## src/rtl/mfp_pkg.sv

```systemverilog
`default_nettype none

package mfp_pkg;

   // rows read for one tile group
   localparam int ROWS_PER_GROUP = 12;

   // request opcodes
   localparam logic [1:0] OP_WRITE = 2'd0;
   localparam logic [1:0] OP_CLEAR = 2'd1;
   localparam logic [1:0] OP_EMIT  = 2'd2;
   localparam logic [1:0] OP_NONE  = 2'd3;

   // response status codes
   localparam logic [1:0] STAT_DONE  = 2'd0;
   localparam logic [1:0] STAT_RANGE = 2'd1;
   localparam logic [1:0] STAT_DATA  = 2'd2;

   typedef struct packed {
      logic [1:0] opcode;
      logic [7:0] pixel_x;
      logic [8:0] pixel_y;
      logic       pixel_on;
   } mfp_req_type;

   typedef struct packed {
      logic [7:0] panel_byte;
      logic [1:0] status;
      logic       last_of_run;
      logic       end_of_frame;
   } mfp_rsp_type;

   typedef enum logic [3:0] {
      S_INIT_CLR,
      S_IDLE,
      S_DECODE,
      S_CLR,
      S_PIX_RD,
      S_PIX_WR,
      S_ACK,
      S_EMIT_RD,
      S_EMIT_WAIT,
      S_EMIT_OUT
   } mfp_state_type;

   // controller to datapath
   typedef struct packed {
      logic take_req;
      logic load_base;
      logic sweep_step;
      logic pix_read;
      logic pix_write;
      logic emit_read;
      logic push_ack;
      logic push_data;
   } mfp_cmd_type;

   // datapath to controller
   typedef struct packed {
      logic [1:0] opcode;
      logic       pix_bad;
      logic       sweep_last;
      logic       row_last;
      logic       out_last;
      logic       out_free;
   } mfp_stat_type;

endpackage

`default_nettype wire

```

## src/rtl/mfp_ctrl.sv

```systemverilog
`default_nettype none

module mfp_ctrl (
   input  wire logic                 clock,
   input  wire logic                 reset,
   input  wire logic                 req_valid,
   output logic                      req_ready,
   input  wire mfp_pkg::mfp_stat_type stat,
   output mfp_pkg::mfp_cmd_type      cmd
);

   mfp_pkg::mfp_state_type state_ff;
   mfp_pkg::mfp_state_type state_in;

   always_ff @(posedge clock) begin
      if (reset) begin
         state_ff <= mfp_pkg::S_INIT_CLR;
      end else begin
         state_ff <= state_in;
      end
   end

   // next state
   always_comb begin
      state_in = state_ff;
      unique case (state_ff)
         mfp_pkg::S_INIT_CLR: begin
            if (stat.sweep_last) state_in = mfp_pkg::S_IDLE;
         end
         mfp_pkg::S_IDLE: begin
            if (req_valid) state_in = mfp_pkg::S_DECODE;
         end
         mfp_pkg::S_DECODE: begin
            unique case (stat.opcode)
               mfp_pkg::OP_WRITE: begin
                  state_in = stat.pix_bad ? mfp_pkg::S_ACK : mfp_pkg::S_PIX_RD;
               end
               mfp_pkg::OP_CLEAR: state_in = mfp_pkg::S_CLR;
               mfp_pkg::OP_EMIT:  state_in = mfp_pkg::S_EMIT_RD;
               default:           state_in = mfp_pkg::S_ACK;
            endcase
         end
         mfp_pkg::S_CLR: begin
            if (stat.sweep_last) state_in = mfp_pkg::S_ACK;
         end
         mfp_pkg::S_PIX_RD:    state_in = mfp_pkg::S_PIX_WR;
         mfp_pkg::S_PIX_WR:    state_in = mfp_pkg::S_ACK;
         mfp_pkg::S_ACK: begin
            if (stat.out_free) state_in = mfp_pkg::S_IDLE;
         end
         mfp_pkg::S_EMIT_RD: begin
            if (stat.row_last) state_in = mfp_pkg::S_EMIT_WAIT;
         end
         mfp_pkg::S_EMIT_WAIT: state_in = mfp_pkg::S_EMIT_OUT;
         mfp_pkg::S_EMIT_OUT: begin
            if (stat.out_free && stat.out_last) state_in = mfp_pkg::S_IDLE;
         end
         default: state_in = mfp_pkg::S_IDLE;
      endcase
   end

   // commands
   always_comb begin
      cmd       = '0;
      req_ready = 1'b0;
      unique case (state_ff)
         mfp_pkg::S_INIT_CLR:  cmd.sweep_step = 1'b1;
         mfp_pkg::S_IDLE: begin
            req_ready    = 1'b1;
            cmd.take_req = req_valid;
         end
         mfp_pkg::S_DECODE:    cmd.load_base  = 1'b1;
         mfp_pkg::S_CLR:       cmd.sweep_step = 1'b1;
         mfp_pkg::S_PIX_RD:    cmd.pix_read   = 1'b1;
         mfp_pkg::S_PIX_WR:    cmd.pix_write  = 1'b1;
         mfp_pkg::S_ACK:       cmd.push_ack   = stat.out_free;
         mfp_pkg::S_EMIT_RD:   cmd.emit_read  = 1'b1;
         mfp_pkg::S_EMIT_WAIT: cmd            = '0;
         mfp_pkg::S_EMIT_OUT:  cmd.push_data  = stat.out_free;
         default:              cmd            = '0;
      endcase
   end

endmodule

`default_nettype wire

```

## config.mk

```make
export PLATFORM = sky130hd
export DESIGN_NAME = mfp_ctrl
export DESIGN_NICKNAME = d
export VERILOG_FILES = /design/src/rtl/mfp_pkg.sv /design/src/rtl/mfp_ctrl.sv
export SDC_FILE = /design/constraint.sdc
export NUM_CORES = 1
export LEC_CHECK = 0
export BUFFER_PORTS_ARGS = -buffer_cell sky130_fd_sc_hd__buf_2
export CAP_MARGIN = 20
export CORE_AREA = 2 2 39 41
export CTS_CLUSTER_SIZE = 20
export DETAILED_ROUTE_END_ITERATION = 7
export DIE_AREA = 0 0 41 43
export PLACE_DENSITY = 0.56
export SETUP_SLACK_MARGIN = 0.15
export SLEW_MARGIN = 20
export SYNTH_ARGS = -nofsm -noshare
export SYNTH_HDL_FRONTEND = slang
export SYNTH_SLANG_ARGS = --single-unit
```

## constraint.sdc

```tcl
create_clock -name clock -period 2.17 [get_ports clock]
set_input_delay 0.1085 -clock clock [delete_from_list [all_inputs] [get_ports clock]]
set_output_delay 0.1085 -clock clock [all_outputs]
set_load 0.01 [all_outputs]
```

==> metrics.csv <==
metric,value,unit
Peak supply drop,0.0003800,V
Chip Height,43,um
largest buffer count on any clock path,2,
cells taking the most area after synthesis,"dfxtp_1, ha_1, nor3_1",
area share of the largest cell type after synthesis,19.34,%
average size of a mapped cell,7.814,um^2
setup repair after global routing missed its margin,false,
Die X,41,um
Setup crit end kind,output port,
vias after detailed routing,447,
remaining number of nets flagged by the antenna check after routing,0,
Reg2Reg Launch Point,state_ff[0],
grt ovf,0,
pin count of the biggest net entering global routing,15,
hold-fix buffer count after cts,0,
leakage dissipation,0.2402,nW
Final Hold Violating Endpoints,0,
"Cell Count, Final, Fillers Out",86,
final sum of negative setup slack,0,ns
endpoint required time on the critical path,2.06,ns
Hold Crit Class,in2reg,
CTS H-Tree Depth,1,
final design instance area without fill,515.5,um^2
warnings from Yosys,0,
capture point of the worst path,cmd[1],
startpoint type of the worst setup path,flip-flop,
net count reported at finish,85,
clock transition at the registers of the reported paths,0.04,ns
overall die area,1763,um^2
Floorplan Core Area,1384,um^2
Total Power,0.0005272,W
Placed Instances,83,
total I/O pin count,19,
sink count of the clock tree,4,
pre-CTS setup slack,0.6826,ns
starting density of the core,29.93,%
post-synth net total,66,
transition time at the pin with the least slew margin,0.4903,ns
number of core rows,14,
number of pins exceeding their max-slew limit in the final report,0,
async set or reset register ratio after synthesis,0,%
largest area contributor in the netlist,dfxtp_1,
number of cells produced by synthesis,53,
"EDFF count, synth",0,
detail-routed via count per cell,5.198,
source-to-sink clock delay at the later pin of the worst-skew pair,0.23,ns
gr usage total,12.96,%
registers with the highest flip-flop counts,state_ff (4),
number of global-route vias before repair,388,
"critical path fanouts, max",14,
category of the critical setup timing path,reg2out,
max-cap check violation count,0,
first-pass GRT wire length,1552,um
worst-case reg-to-reg path depth,4,
final wirelength,964,um
total placed instance area,493.0,um^2
number of setup buffers added after CTS,0,
final period utilization,80.64,%
last weighted congestion value of the routability-driven placer,0.6760,
Detailed Route Iter0 Violations,7,
post-DR wirelength/cell,11.21,um
mapped cell area,414.1,um^2
fraction of final layout cells with drive strength greater than 1,31.43,%
critical path data arrival time,1.64,ns
power per unit of standard cell area,1023,nW/um^2
Pre-Repair DR Iteration Count,4,
maximum clock frequency,0.5714,GHz
worst slew margin relative to its limit,67.27,%
top register by number of flip-flops,state_ff,
Clock Skews,0.003980,ns
source of the critical timing path,state_ff[1],
number of CTS-inserted buffers,3,
clock root buffer,clkbuf_4,
number of synthesized register bits,4,
run status,"complete, no violations",
setup-violating endpoint count in the final report,0,
final critical delay including setup and external delays,1.750,ns
number of buffer cells added on primary ports,18,
Reg2Reg Setup Slack,0.67,ns
TritonCTS clock tree,built,
max FFs per register,4,
sequential area share after synthesis,19.34,%
PostCTS Resize Cnt,0,
reg-to-reg endpoint,state_ff[1],
Detailed Place HPWL,760.7,um
synthesis-to-layout area growth,24.47,%
synth unique cells,30,
Synth Flop Type,dfxtp_1,
number of antenna cells inserted,0,
DRC Markers,0,
antenna violations before repair,0,
worst path setup slack after routing,0.4200,ns
[cell usage after synthesis, drive strengths merged (2+ instances only)]
cell type	n
a211oi	2
nand2b	2
ha	3
nor2	6
nor3	6
dfxtp	4
nor4	2
buf	4
a21oi	2
mux2i	2
inv	3
[cell usage in the layout, fill, tap and decap left out, types with 2 or more instances in the layout]
master,n
a211oi_1,2
mux2i_1,2
clkbuf_4,3
dfxtp_1,4
a21oi_1,2
nand2b_1,2
nor2_1,6
ha_1,3
inv_1,3
buf_2,18
nor3_1,6
nor4_1,2
[logic make-up after synthesis]
| logic type | count (synthesis) | synth area share, % |
|---|---|---|
| buf+inv | 7 | 10.27 |
| fa+ha+maj | 3 | 9.064 |
| xor+xnor | 1 | 2.115 |
| flops | 4 | 19.34 |
| simple gates | 23 | 29.61 |
| compound gates | 12 | 22.06 |
| mux | 3 | 7.553 |
[power by group]
group          internal, W   total, W  switching (W)
Sequential       0.0000950   0.000169      0.0000742
Combinational     0.000132   0.000268       0.000136
Clock            0.0000617  0.0000901      0.0000284
[metrics by stage]
stage	hold slack, ns	util [%]
CTS	0.09508	37.25
detailed placement	0.3462	35.62
global route	0.1175	37.25
floorplan	0.1809	-
finish	0.1012	37.25
global placement	0.3567	35.62
[how the worst min path moves through the flow]
stage,start,endpoint,depth (start not counted)
after CTS,reset,state_ff[3],2
after floorplan,reset,state_ff[2],1
after global routing,reset,state_ff[3],2
after detailed placement,reset,state_ff[3],2
after global placement,reset,state_ff[3],2
final,reset,state_ff[3],2
[layout make-up]
type                            count  area (um^2)
Timing Repair Buffer               18        90.09
Tap cell                           16        20.02
Inverter                            3        11.26
Multi-Input combinational cell     42        291.5
Fill cell                         161        868.3
Clock buffer                        3        22.52
Sequential cell                     4        80.08
[critical path, cell delays in order (launching register included)]
cell	delay (ns)
dfxtp_1	0.58
or2b_1	0.34
nor4b_1	0.31
buf_2	0.18
[metal layers]
layer  GRT usage, %  part of all wire, %
met1          14.84                   46
met2          20.31                   46
met3          3.141                  8.4
met4          8.000                    0
met5              0                    0
No activity file was read; power rests on OpenSTA's default activity.
