**src/rtl/mfp_pkg.sv**
```systemverilog
`default_nettype none

package mfp_pkg;

   // rows read for one tile group
   localparam int ROWS_PER_GROUP = 12;

   // request opcodes
   localparam logic [1:0] OP_WRITE = 2'd0;
   localparam logic [1:0] OP_CLEAR = 2'd1;
   localparam logic [1:0] OP_EMIT  = 2'd2;
   localparam logic [1:0] OP_NONE  = 2'd3;

   // response status codes
   localparam logic [1:0] STAT_DONE  = 2'd0;
   localparam logic [1:0] STAT_RANGE = 2'd1;
   localparam logic [1:0] STAT_DATA  = 2'd2;

   typedef struct packed {
      logic [1:0] opcode;
      logic [7:0] pixel_x;
      logic [8:0] pixel_y;
      logic       pixel_on;
   } mfp_req_type;

   typedef struct packed {
      logic [7:0] panel_byte;
      logic [1:0] status;
      logic       last_of_run;
      logic       end_of_frame;
   } mfp_rsp_type;

   typedef enum logic [3:0] {
      S_INIT_CLR,
      S_IDLE,
      S_DECODE,
      S_CLR,
      S_PIX_RD,
      S_PIX_WR,
      S_ACK,
      S_EMIT_RD,
      S_EMIT_WAIT,
      S_EMIT_OUT
   } mfp_state_type;

   // controller to datapath
   typedef struct packed {
      logic take_req;
      logic load_base;
      logic sweep_step;
      logic pix_read;
      logic pix_write;
      logic emit_read;
      logic push_ack;
      logic push_data;
   } mfp_cmd_type;

   // datapath to controller
   typedef struct packed {
      logic [1:0] opcode;
      logic       pix_bad;
      logic       sweep_last;
      logic       row_last;
      logic       out_last;
      logic       out_free;
   } mfp_stat_type;

endpackage

`default_nettype wire

```
**src/rtl/mfp_datapath.sv**
```systemverilog
`default_nettype none

module mfp_datapath #(
   parameter  int MAX_WIDTH_BYTES = 32,
   parameter  int MAX_ROW_GROUPS  = 22,
   localparam int WB_W   = $clog2(MAX_WIDTH_BYTES + 1),
   localparam int RG_W   = $clog2(MAX_ROW_GROUPS + 1),
   localparam int DEPTH  = MAX_WIDTH_BYTES * MAX_ROW_GROUPS * mfp_pkg::ROWS_PER_GROUP,
   localparam int ADDR_W = $clog2(DEPTH)
) (
   input  wire logic                  clock,
   input  wire logic                  reset,
   input  wire mfp_pkg::mfp_cmd_type  cmd,
   output mfp_pkg::mfp_stat_type      stat,
   input  wire mfp_pkg::mfp_req_type  req_word,
   input  wire logic [WB_W-1:0]       eff_width,
   input  wire logic [RG_W-1:0]       eff_groups,
   output logic      [ADDR_W-1:0]     mem_addr,
   output logic                       mem_we,
   output logic      [7:0]            mem_wdata,
   input  wire logic [7:0]            mem_rdata,
   output logic                       rsp_valid,
   input  wire logic                  rsp_ready,
   output mfp_pkg::mfp_rsp_type       rsp_word
);

   localparam int COL_W = (MAX_WIDTH_BYTES > 1) ? $clog2(MAX_WIDTH_BYTES) : 1;
   localparam int GRP_W = (MAX_ROW_GROUPS > 1) ? $clog2(MAX_ROW_GROUPS) : 1;
   localparam int ROW_W = $clog2(MAX_ROW_GROUPS * mfp_pkg::ROWS_PER_GROUP);
   localparam int PROD_W = ROW_W + WB_W;

   mfp_pkg::mfp_req_type req_ff;
   mfp_pkg::mfp_rsp_type rsp_word_ff;
   mfp_pkg::mfp_rsp_type rsp_word_in;
   logic                 rsp_valid_ff;

   logic [ADDR_W-1:0] sweep_ff;
   logic [ADDR_W-1:0] addr_ff;
   logic [3:0]        idx_ff;
   logic [1:0]        t_ff;
   logic [1:0]        p_ff;
   logic              cap_ff;
   logic [7:0]        rows_ff [mfp_pkg::ROWS_PER_GROUP];
   logic [COL_W-1:0]  col_ff;
   logic [GRP_W-1:0]  grp_ff;

   logic [COL_W-1:0]  col_eff;
   logic [GRP_W-1:0]  grp_eff;
   logic [WB_W-1:0]   col_next;
   logic [RG_W-1:0]   grp_next;
   logic              col_wrap;
   logic              grp_wrap;
   logic [ROW_W-1:0]  row_sel;
   logic [ADDR_W-1:0] col_sel;
   logic [PROD_W-1:0] prod;
   logic [ADDR_W-1:0] base;
   logic              is_emit;
   logic              pix_bad;
   logic [7:0]        mask;
   logic [7:0]        pix_byte;
   logic [2:0]        sh;
   logic [7:0]        data_byte;
   logic              out_last;
   logic              out_free;
   logic              push;

   // cursor, clamped against the current frame size
   assign col_eff  = (WB_W'(col_ff) < eff_width) ? col_ff : '0;
   assign grp_eff  = (RG_W'(grp_ff) < eff_groups) ? grp_ff : '0;
   assign col_next = WB_W'(col_eff) + WB_W'(1);
   assign grp_next = RG_W'(grp_eff) + RG_W'(1);
   assign col_wrap = (col_next >= eff_width);
   assign grp_wrap = (grp_next >= eff_groups);

   assign is_emit = (req_ff.opcode == mfp_pkg::OP_EMIT);
   assign pix_bad = (32'(req_ff.pixel_x) >= 32'(eff_width) * 8)
                 || (32'(req_ff.pixel_y) >= 32'(eff_groups) * mfp_pkg::ROWS_PER_GROUP);

   // start address: row * width + byte column, one multiplier shared by both uses
   assign row_sel = is_emit ? (ROW_W'({grp_eff, 3'b000}) + ROW_W'({grp_eff, 2'b00}))
                            : ROW_W'(req_ff.pixel_y);
   assign col_sel = is_emit ? ADDR_W'(col_eff) : ADDR_W'(req_ff.pixel_x[7:3]);
   assign prod    = PROD_W'(row_sel) * PROD_W'(eff_width);
   assign base    = ADDR_W'(prod) + col_sel;

   assign mask     = 8'h80 >> req_ff.pixel_x[2:0];
   assign pix_byte = req_ff.pixel_on ? (mem_rdata | mask) : (mem_rdata & ~mask);

   assign mem_addr  = cmd.sweep_step ? sweep_ff : addr_ff;
   assign mem_we    = cmd.sweep_step | cmd.pix_write;
   assign mem_wdata = cmd.sweep_step ? 8'h00 : pix_byte;

   // reorder: 2-bit slice of four rows per byte
   always_comb begin
      sh        = {~p_ff, 1'b0};
      data_byte = '0;
      for (int j = 0; j < 4; j++) begin
         data_byte[7-2*j -: 2] = 2'(rows_ff[{t_ff, 2'b00} + 4'(j)] >> sh);
      end
   end

   assign out_last = (p_ff == 2'd3) && (t_ff == 2'd2);
   assign out_free = !rsp_valid_ff || rsp_ready;
   assign push     = cmd.push_ack || cmd.push_data;

   always_comb begin
      if (cmd.push_data) begin
         rsp_word_in.panel_byte   = data_byte;
         rsp_word_in.status       = mfp_pkg::STAT_DATA;
         rsp_word_in.last_of_run  = out_last;
         rsp_word_in.end_of_frame = out_last && col_wrap && grp_wrap;
      end else begin
         rsp_word_in.panel_byte   = 8'h00;
         rsp_word_in.status       = ((req_ff.opcode == mfp_pkg::OP_WRITE) && pix_bad)
                                    ? mfp_pkg::STAT_RANGE : mfp_pkg::STAT_DONE;
         rsp_word_in.last_of_run  = 1'b1;
         rsp_word_in.end_of_frame = 1'b0;
      end
   end

   always_ff @(posedge clock) begin
      if (cmd.take_req) begin
         req_ff <= req_word;
      end
      if (cmd.load_base) begin
         addr_ff <= base;
      end else if (cmd.emit_read) begin
         addr_ff <= addr_ff + ADDR_W'(eff_width);
      end
      if (cap_ff) begin
         for (int i = 0; i < mfp_pkg::ROWS_PER_GROUP - 1; i++) begin
            rows_ff[i] <= rows_ff[i+1];
         end
         rows_ff[mfp_pkg::ROWS_PER_GROUP-1] <= mem_rdata;
      end
      if (push) begin
         rsp_word_ff <= rsp_word_in;
      end
   end

   always_ff @(posedge clock) begin
      if (reset) begin
         sweep_ff     <= '0;
         idx_ff       <= '0;
         t_ff         <= '0;
         p_ff         <= '0;
         cap_ff       <= 1'b0;
         col_ff       <= '0;
         grp_ff       <= '0;
         rsp_valid_ff <= 1'b0;
      end else begin
         cap_ff <= cmd.emit_read;
         if (cmd.sweep_step) begin
            sweep_ff <= (sweep_ff == ADDR_W'(DEPTH - 1)) ? '0 : sweep_ff + ADDR_W'(1);
         end
         if (cmd.load_base) begin
            idx_ff <= '0;
            t_ff   <= '0;
            p_ff   <= '0;
         end else begin
            if (cmd.emit_read) begin
               idx_ff <= idx_ff + 4'd1;
            end
            if (cmd.push_data) begin
               if (t_ff == 2'd2) begin
                  t_ff <= '0;
                  p_ff <= p_ff + 2'd1;
               end else begin
                  t_ff <= t_ff + 2'd1;
               end
            end
         end
         if (cmd.push_data && out_last) begin
            if (col_wrap) begin
               col_ff <= '0;
               grp_ff <= grp_wrap ? '0 : GRP_W'(grp_next);
            end else begin
               col_ff <= COL_W'(col_next);
               grp_ff <= grp_eff;
            end
         end
         rsp_valid_ff <= push || (rsp_valid_ff && !rsp_ready);
      end
   end

   assign rsp_valid = rsp_valid_ff;
   assign rsp_word  = rsp_word_ff;

   assign stat.opcode     = req_ff.opcode;
   assign stat.pix_bad    = pix_bad;
   assign stat.sweep_last = (sweep_ff == ADDR_W'(DEPTH - 1));
   assign stat.row_last   = (idx_ff == 4'(mfp_pkg::ROWS_PER_GROUP - 1));
   assign stat.out_last   = out_last;
   assign stat.out_free   = out_free;

endmodule

`default_nettype wire

```
**config.mk**
```make
export PLATFORM = sky130hd
export DESIGN_NAME = mfp_datapath
export DESIGN_NICKNAME = d
export VERILOG_FILES = /design/src/rtl/mfp_pkg.sv /design/src/rtl/mfp_datapath.sv
export SDC_FILE = /design/constraint.sdc
export NUM_CORES = 1
export LEC_CHECK = 0
export BUFFER_PORTS_ARGS = -buffer_cell sky130_fd_sc_hd__buf_2
export CORE_ASPECT_RATIO = 1.2
export CORE_MARGIN = 10
export CORE_UTILIZATION = 27
export DETAILED_ROUTE_END_ITERATION = 7
export PLACE_DENSITY = 0.45
export RECOVER_POWER = 50
export SYNTH_ARGS = -nofsm -noshare
export SYNTH_HDL_FRONTEND = slang
export SYNTH_SLANG_ARGS = --single-unit
```
**constraint.sdc**
```tcl
create_clock -name clock -period 14.36 [get_ports clock]
set_input_delay 2.872 -clock clock [delete_from_list [all_inputs] [get_ports clock]]
set_output_delay 2.872 -clock clock [all_outputs]
set_load 0.1 [all_outputs]
```
==> results of run 1 <==
flip-flops by register name (all words and copies together), names as in the netlist, 4 cells and up, named ones only:
signal    count
idx_ff        4
rsp_word     12
req_ff       18
addr_ff      14
col_ff        5
rows_ff      96
grp_ff        5
sweep_ff     14
final timing paths:
kind,start,to,slack (ns),cells past startpoint
min,rows_ff[11][0],rows_ff[10][0],0.45,0
max,eff_groups[2],addr_ff[10],4.84,26
max reg2reg,grp_ff[2],addr_ff[10],6.92,24
min reg2reg,rows_ff[11][0],rows_ff[10][0],0.45,0
power breakdown:
part,internal (mW),leakage [nW],switching (mW)
logic,0.177,3.01,0.332
registers,0.606,1.66,0.0343
clock network,0.251,0.300,0.241
total,1.03,4.97,0.607
per-layer routing:
layer  global-route usage [%]  part of all wire [%]  vias to the layer above
li1                         -                     -                     3610
met1                     14.7                    46                     3584
met2                     19.9                    50                      105
met3                     1.89                   2.4                       22
met4                     4.05                   1.6                        0
met5                        0                     0                        -
worst max-delay path: stages:
cell      delay, ns
buf_2          0.13
inv_1          0.08
ha_1           0.34
a21o_1         0.22
a31oi_4        0.23
o21a_1         0.37
nand2_1        0.16
inv_1          0.11
ha_1           0.26
inv_1          0.12
fa_1           0.47
o21ai_0        0.61
and2_1         0.24
fa_1           0.41
ha_1           0.28
inv_1          0.05
fa_1           0.50
fa_1           0.55
inv_1          0.04
ha_1           0.33
o21ai_1        0.15
nor3_1         0.12
o41ai_2        0.44
a21boi_1       0.15
o21ai_1        0.13
or3b_1         0.35
layout by cell type, fill, tap and decap left out, drive strengths merged, types with 4 or more instances in the layout:
cell and instances:
o21bai 4, buf 94, mux2 18, o211ai 4, and3 15, xnor2 20
a21o 15, ha 86, a211oi 10, and2 28, a31oi 15, edfxtp 142
xor2 27, nand2b 14, o21ai 52, mux2i 42, dfxtp 36, or2 4
o21a 6, nor2 76, mux4 10, inv 54, nor2b 16, clkbuf 18
nand2 78, nand4 10, clkinv 7, a21oi 36, fa 33, nor3 12
nand3 19
kinds of logic after synthesis:
| kind of cell | Yosys count | share of synthesized area [%] |
|---|---|---|
| simple gates | 288 | 12.9 |
| flops | 178 | 45.8 |
| compound gates | 165 | 9.89 |
| fa+ha+maj | 121 | 16.2 |
| buf+inv | 89 | 3.39 |
| mux | 70 | 7.80 |
| xor+xnor | 48 | 3.99 |
final cells by class:
class	count	area (µm²)
Clock buffer	17	425
Tap cell	533	667
Clock inverter	15	190
Multi-Input combinational cell	692	5530
Inverter	47	176
Timing Repair Buffer	95	482
Sequential cell	178	4980
Fill cell	4182	27400
==> impl_results.md, run 1 <==
- Die X: 203 µm
- Maximum vdd drop: 0.115 mV
- DRT Wirelength: 27.6 mm
- Gpl congestion: 0.766
- Layout cell share with drive strength beyond 1: 15.9%
- Unrepaired setup endpoints after global routing: false
- Max FO, Critical Path: 9
- Via count: 7321
- Clk_skew: 0.0104 ns
- Synth top area share: 39.2%
- Status: complete, but fails checks
- Period utilization: 66.3%
- CTS Hold Buffers Added: 0
- Antenna Nets Post-Route: 0
- Cell taking the most area after synthesis: edfxtp_1
- Synth warn: 0
- TritonCTS clock tree: built
- Failing checks: max-capacitance violations, max-slew violations
- Synth-to-Final Area Change: 14.4%
- Count leader, synth: edfxtp_1
- Hold Fails Final Rpt: 0
- Rows: 80
- Tot Pwr: 1.64 mW
- 1st-pass router iterations: 5
- Synth Register Bits: 178
- First-pass GRT wire length: 44.2 mm
- Gr ovfl total: 0
- WL/cell: 17.5 µm
- Async SR Flop Fraction: 0%
- Clk sinks: 178
- Ports: 93
- 1st-iter DRT viols: 299
- FMAX: 0.105 GHz
- HPWL after detailed placement: 20.8 mm
- Reg clk slew, reported paths: 0.08 ns
- Vias per Instance: 4.64
- Synthesized cell area: 10900 µm²
- Vias in the first global route: 7650
- ANT cells: 0
- Post-Place Cells: 1545
- CP arrival: 9.72 ns
- Post-Syn Area per Cell: 11.3 µm²
- Number of antenna violations at the first check in global routing: 0
- Worst-margin pin slew: 3.79 ns
- Post-CTS Setup Bufs: 0
- CTS Buf Count: 17
- Count of pins over their slew limit: 72
- Final WS setup: 4.84 ns
- Power per Cell Area: 132 nW/µm²
- Final Instance Count excl. Fillers: 1577
- Starting Density: 27.3%
- Placed Area: 11800 µm²
- GRT Total Usage: 11.7%
- Htree depth: 4
- Sequential area share after synthesis: 45.8%
- Synth area leaders: edfxtp_1 39%, ha_1 9.9%, dfxtp_1 6.6%
- Die area: 48800 µm²
- Clk_lat worst skew: 0.45 ns
- Final net count: 1200
- CP Data Required Time: 14.57 ns
- Port-buffer cells: 91
- Leakage: 4.97 nW
- Setup WS pre-CTS: 4.30 ns
- Die H: 240 µm
- Synth cell types: 68
- Max Cap Violations: 1
- Startpoint Class: input port
- Setup Crit Path Kind: in2reg
- Hold WS: 0.448 ns
- Final Cell Area: 12500 µm²
- Setup crit end kind: flop
- Mapped Cells: 959
- Post-synth EDFFs: 142
- Hold Crit Class: reg2reg
- Final setup TNS: 0 ns
- Core Util, Final: 31.3%
- Post-cts resize count: 0
- Final setup viols: 0
- Core Area: 39800 µm²
- Syn nets: 1128
- Dominant synthesized flop cell: edfxtp_1
- Relative slew slack: -153%
- Drt drc: 0
- Final Critical Period: 9.52 ns
- Largest net degree at the start of global routing: 72
- Clock root cell: clkbuf_16
- Maximum root-to-sink buffer count: 2
- Post-synth top cells: 142 x edfxtp_1, 86 x ha_1, 78 x nand2_1
Note: power is estimated with default switching activity, not from simulation.
==> run 2, diff against run 1 <==
- PLACE_DENSITY: 0.45 -> 0.47
- clock period: 14.36 -> 8.2 ns (I/O delays scaled with it)
==> impl_results.md, run 2 (synthesized netlist as in run 1, its figures left out) <==
- Tot Pwr: 2.83 mW (+72%)
- Final Instance Count excl. Fillers: 1590 (+0.82%)
- Leakage: 4.97 nW (-0.12%)
- Starting Density: 27.3% (unchanged)
- Hold Crit Class: reg2reg
- Failing checks: max-capacitance violations, max-slew violations
- Status: complete, but fails checks
- Hold Fails Final Rpt: 0 (unchanged)
- CTS Hold Buffers Added: 0 (unchanged)
- Max FO, Critical Path: 5 (-4)
- Crit path from: eff_groups[2]
- Largest net degree at the start of global routing: 56 (-22%)
- CP arrival: 7.95 ns (-1.77 ns)
- Core Area: 39800 µm² (unchanged)
- Period utilization: 93.1%
- Fillers: 4220 (+0.91%)
- Clock root cell: clkbuf_16
- CTS Buf Count: 17 (unchanged)
- Maximum vdd drop: 0.195 mV (+70%)
- Most frequent cells in the layout: 142 x edfxtp_1, 86 x ha_1, 78 x nand2_1, 78 x buf_2, 76 x nor2_1
- Final setup viols: 0 (unchanged)
- Max Cap Violations: 2 (+1)
- Vias per Instance: 4.65 (+0.12%)
- Largest Register: rows_ff
- Power per Cell Area: 227 nW/µm² (+72%)
- Net Sw Frac: 36.7% (-0.26 points)
- Final net count: 1213 (+1.1%)
- Seq pwr share: 39.7% (+0.7 points)
- Synth-to-Final Area Change: 14.6%
- Max reg flops: 96 (unchanged)
- 1st-iter DRT viols: 365 (+22%)
- 1st-pass router iterations: 5 (unchanged)
- TritonCTS clock tree: built
- Biggest regs: rows_ff (96), req_ff (18)
- DRT Wirelength: 27.8 mm (+0.74%)
- Antenna Nets Post-Route: 0 (unchanged)
- Die area: 48800 µm² (unchanged)
- Power share of the clock group: 28.2% (-1.8 points)
- Drt drc: 0 (unchanged)
- GRT Total Usage: 11.7% (about the same)
- Post-Place Cells: 1558 (+0.84%)
- Post-CTS Setup Bufs: 0 (unchanged)
- First-pass GRT wire length: 43.6 mm (-1.4%)
- Startpoint Class: input port
- Vias in the first global route: 7642 (-0.10%)
- Via count: 7390 (+0.94%)
- CP Capture Point: addr_ff[13]
- Final setup TNS: 0 ns (unchanged)
- Clk_lat worst skew: 0.46 ns (about the same)
- Number of antenna violations at the first check in global routing: 1 (+1)
- Relative slew slack: -94.2% (+59 points)
- Most common cell after layout, fill and taps aside: edfxtp_1
- Clk_skew: 0.0168 ns (+0.00641 ns)
- Int Power: 1.79 mW (+73%)
- Final Critical Period: 7.63 ns
- Gpl congestion: 0.799 (+4.3%)
- HPWL after detailed placement: 21.1 mm (+1.7%)
- Setup crit end kind: flop
- Launch point of the worst reg-to-reg path: grp_ff[2]
- Worst-margin pin slew: 2.91 ns (-0.881 ns)
- CP Data Required Time: 8.52 ns (-6.05 ns)
- FMAX: 0.131 GHz
- Port-buffer cells: 91 (unchanged)
- ANT cells: 0 (unchanged)
- Reg clk slew, reported paths: 0.08 ns (about the same)
- Comb power frac: 32.2% (+1.2 points)
- Htree depth: 4 (unchanged)
- Post-cts resize count: 0 (unchanged)
- Maximum root-to-sink buffer count: 2 (unchanged)
- R2r endpoint: addr_ff[13]
- Count of pins over their slew limit: 99 (+38%)
- Layout cell share with drive strength beyond 1: 15.5% (-0.38 points)
- Reg2reg path depth: 24 (unchanged)
- Unrepaired setup endpoints after global routing: false
- Gr ovfl total: 0 (unchanged)
- Reg-to-reg slack, setup: 1.36 ns (-5.56 ns)
- Die H: 240 µm (unchanged)
- Psw: 1.04 mW (+71%)
- Clk sinks: 178 (unchanged)
- WL/cell: 17.5 µm (about the same)
- Die X: 203 µm (unchanged)
- Setup Crit Path Kind: in2reg
- Ports: 93 (unchanged)
- Rows: 80 (unchanged)
[run 2: changes by cell type in the layout (fill, tap and decap cells not counted)]
cell	previous run	this run
clkinv_2	0	1
clkbuf_1	1	16
clkinvlp_4	0	1
bufinv_16	1	0
clkinv_8	4	0
inv_8	3	4
buf_4	3	16
buf_2	91	78
[run 2: worst min path at each step]
| stage | start | endpoint | slack, ns | cells past startpoint |
|---|---|---|---|---|
| after detailed placement | rows_ff[6][0] | rows_ff[5][0] | 0.43 | 0 |
| after floorplan | rows_ff[4][0] | rows_ff[3][0] | 0.42 | 0 |
| final | rows_ff[6][1] | rows_ff[5][1] | 0.44 | 0 |
| after CTS | rows_ff[2][1] | rows_ff[1][1] | 0.44 | 0 |
| after global placement | rows_ff[3][0] | rows_ff[2][0] | 0.43 | 0 |
| after global routing | rows_ff[9][4] | rows_ff[8][4] | 0.46 | 0 |
[run 2: power by group through the flow]
| stage | Clock (mW) | Combinational (mW) | Sequential (mW) |
|---|---|---|---|
| 2_1_floorplan | 0 | 0.681 | 1.15 |
| 3_3_place_gp | 0 | 0.922 | 1.14 |
| 3_5_place_dp | 0 | 0.925 | 1.14 |
| 4_1_cts | 0.833 | 0.930 | 1.12 |
| 5_1_grt | 0.859 | 1.02 | 1.13 |
| 6_report | 0.796 | 0.909 | 1.12 |
[run 2: critical path, stage by stage]
cell and delay (ns):
buf_2 0.13, inv_1 0.07, ha_1 0.34, a21o_1 0.22, a31oi_4 0.15, o21a_1 0.20, and2_1 0.20, ha_1 0.25
inv_1 0.11, fa_1 0.50, o21ai_0 0.15, buf_4 0.23, and2_1 0.17, fa_1 0.51, inv_1 0.05, fa_1 0.48
inv_1 0.05, fa_1 0.47, ha_1 0.30, ha_1 0.35, o21ai_0 0.14, o21ai_1 0.29, nand4_1 0.18, a21oi_1 0.22
xnor3_1 0.40, mux2i_1 0.16
[run 2: final cells by class]
| cell class | count | area [µm²] | area share [%] |
|---|---|---|---|
| multi-input cells | 692 | 5530 | 44.3 |
| flip-flops and latches | 178 | 4980 | 40.0 |
| well taps | 533 | 667 | 5.35 |
| repair buffers | 108 | 563 | 4.52 |
| clock buffers | 19 | 433 | 3.47 |
| inverters | 47 | 176 | 1.41 |
| clock inverters | 13 | 119 | 0.953 |
[run 2: stage by stage]
stage / hold slack [ns] / cell area, µm² / utilization [%] / setup slack [ns]
global route: 0.459 / 12500 / 31.3 / 0.116
floorplan: 0.421 / 10900 / - / 0.585
detailed placement: 0.433 / 11900 / 30.0 / 0.0756
finish: 0.441 / 12500 / 31.3 / 0.565
CTS: 0.445 / 12500 / 31.4 / 0.563
global placement: 0.429 / 11900 / 30.0 / 0.116
[run 2: routing by layer]
metal	GRT usage (%)	routed length (µm)	vias to the layer above
li1	-	-	3633
met1	14.1	12200	3612
met2	20.2	14200	122
met3	2.87	1020	21
met4	3.37	353	2
met5	0	13	-
==> run 3, diff against run 2 <==
- BUFFER_PORTS_ARGS: -buffer_cell sky130_fd_sc_hd__buf_2 -> not set
- CORE_MARGIN: 10 -> 4
- DONT_BUFFER_PORTS: not set -> 1
- PLACE_DENSITY: 0.47 -> 0.45
==> impl_results.md, run 3 (synthesized netlist as in run 1, its figures left out) <==
- Status: complete, but fails checks
- Failing checks: max-capacitance violations, max-slew violations
- Reg clk slew, reported paths: 0.08 ns (about the same)
- Most common cell after layout, fill and taps aside: edfxtp_1
- Final net count: 1124 (-7.3%)
- Synth-to-Final Area Change: 11.4%
- Hold WS: 0.442 ns (+0.000429 ns)
- Period utilization: 90.4% (-2.7 points)
- Fillers: 4173 (-1.1%)
- Maximum root-to-sink buffer count: 2 (unchanged)
- Die H: 228 µm (-5.0%)
- Post-cts resize count: 0 (unchanged)
- Vias in the first global route: 7220 (-5.5%)
- Max reg flops: 96 (unchanged)
- Final setup TNS: 0 ns (unchanged)
- Via count: 7022 (-5.0%)
- Relative slew slack: -33.7% (+60 points)
- Max FO, Critical Path: 6 (+1)
- Gpl congestion: 0.793 (-0.73%)
- Startpoint Class: input port
- Drt drc: 0 (unchanged)
- CP arrival: 7.73 ns (-0.22 ns)
- Setup WS pre-CTS: 0.276 ns (+0.200 ns)
- Maximum vdd drop: 0.152 mV (-22%)
- Vias per Instance: 4.68 (+0.65%)
- Final WS setup: 0.788 ns (+0.223 ns)
- ANT cells: 0 (unchanged)
- Largest Register: rows_ff
- Ports: 93 (unchanged)
- Final Critical Period: 7.41 ns (-0.223 ns)
- Largest net degree at the start of global routing: 55 (-1.8%)
- WL/cell: 18.0 µm (+2.6%)
- Worst-margin pin slew: 2.00 ns (-0.910 ns)
- Clk_skew: 0.0140 ns (-0.00285 ns)
- Core Util, Final: 30.4% (-0.89 points)
- Hold Crit Class: reg2reg
- Layout cell share with drive strength beyond 1: 10.2% (-5.3 points)
- Port-buffer cells: 0 (-100%)
- Biggest regs: rows_ff (96), req_ff (18)
- Starting Density: 27.3% (unchanged)
- Most frequent cells in the layout: 142 x edfxtp_1, 86 x ha_1, 78 x nand2_1, 68 x nor2_1, 47 x inv_1
- 1st-pass router iterations: 4 (-1)
- Unrepaired setup endpoints after global routing: false
- Die X: 191 µm (-5.9%)
- Setup crit end kind: flop
- 1st-iter DRT viols: 272 (-25%)
- Antenna Nets Post-Route: 0 (unchanged)
- Number of antenna violations at the first check in global routing: 0 (-1)
- Clk_lat worst skew: 0.45 ns (about the same)
- Final setup viols: 0 (unchanged)
- Die area: 43600 µm² (-11%)
- Htree depth: 4 (unchanged)
- First-pass GRT wire length: 42.3 mm (-3.0%)
- CP Data Required Time: 8.51 ns (about the same)
- CTS Hold Buffers Added: 0 (unchanged)
- Tot Pwr: 2.83 mW (+0.17%)
- TritonCTS clock tree: built
- Area of the multi-input gates: 5550 µm² (+0.50%)
- FMAX: 0.135 GHz (+3.0%)
- Power per Cell Area: 234 nW/µm² (+3.1%)
- HPWL after detailed placement: 20.3 mm (-3.8%)
- Clock root cell: clkbuf_16
- Rows: 80 (unchanged)
- Hold Fails Final Rpt: 0 (unchanged)
- Register area: 4980 µm² (unchanged)
- Clk sinks: 178 (unchanged)
- Count of pins over their slew limit: 47 (-53%)
- Gr ovfl total: 0 (unchanged)
- Leakage: 4.65 nW (-6.3%)
- Post-CTS Setup Bufs: 0 (unchanged)
- Core Area: 39800 µm² (unchanged)
- Setup Crit Path Kind: in2reg
- Max Cap Violations: 1 (-1)
- DRT Wirelength: 27.0 mm (-3.1%)
- CTS Buf Count: 17 (unchanged)
- GRT Total Usage: 12.7% (+0.98 points)
run 3: cell types whose count changed in the layout (fill, tap and decap cells not counted), sizes merged:
cell,previous run,this run
clkinvlp,1,0
inv,55,54
clkbuf,33,17
clkinv,4,7
buf,94,19
bufinv,0,1
run 3: final cells by class:
class | instances | area share, %
well taps | 533 | 5.50
clock buffers | 17 | 3.51
inverters | 47 | 1.46
flip-flops and latches | 178 | 41.1
repair buffers | 19 | 1.18
clock inverters | 15 | 1.37
multi-input cells | 692 | 45.8
run 3: worst paths after layout:
| path | startpoint | endpoint | slack, ns | cells after the start |
|---|---|---|---|---|
| worst max register to register | grp_ff[2] | addr_ff[13] | 1.47 | 25 |
| worst min register to register | rows_ff[4][5] | rows_ff[3][5] | 0.44 | 0 |
| worst max-delay path | eff_groups[2] | addr_ff[13] | 0.79 | 26 |
| worst min-delay path | rows_ff[4][5] | rows_ff[3][5] | 0.44 | 0 |
run 3: metrics by stage:
step	cells	instance area [µm²]
4_1_cts	1501	12100
5_1_grt	1501	12100
3_5_place_dp	1469	11500
6_report	1501	12100
2_1_floorplan	959	10900
3_3_place_gp	1469	11500
run 3: routing by layer:
metal,GRT usage [%],wire length (µm),vias to the layer above
met5,0,0,-
met4,4.11,466,0
met3,2.87,1300,21
met2,21.9,13800,111
met1,15.6,11400,3431
li1,-,-,3459
run 3: worst max-delay path: stages:
cell	delay, ns
inv_1	0.04
ha_1	0.33
a21o_1	0.21
a31oi_4	0.23
o21a_1	0.22
and2_1	0.19
ha_1	0.18
inv_1	0.08
fa_1	0.36
inv_1	0.10
maj3_1	0.20
a21oi_1	0.07
o21bai_1	0.17
a41oi_2	0.24
nor2b_1	0.21
fa_1	0.45
fa_1	0.49
fa_1	0.49
ha_1	0.31
ha_1	0.33
o21ai_0	0.11
nor2_1	0.16
nand4_1	0.14
a21oi_1	0.20
xnor3_1	0.40
mux2i_1	0.15
run 3: power by group:
group          total [mW]  leakage (nW)  internal (mW)  switching [mW]
clock network       0.838         0.292          0.434           0.404
logic               0.830          2.70          0.312           0.518
registers            1.16          1.66           1.06           0.102
total                2.83          4.65           1.81            1.02
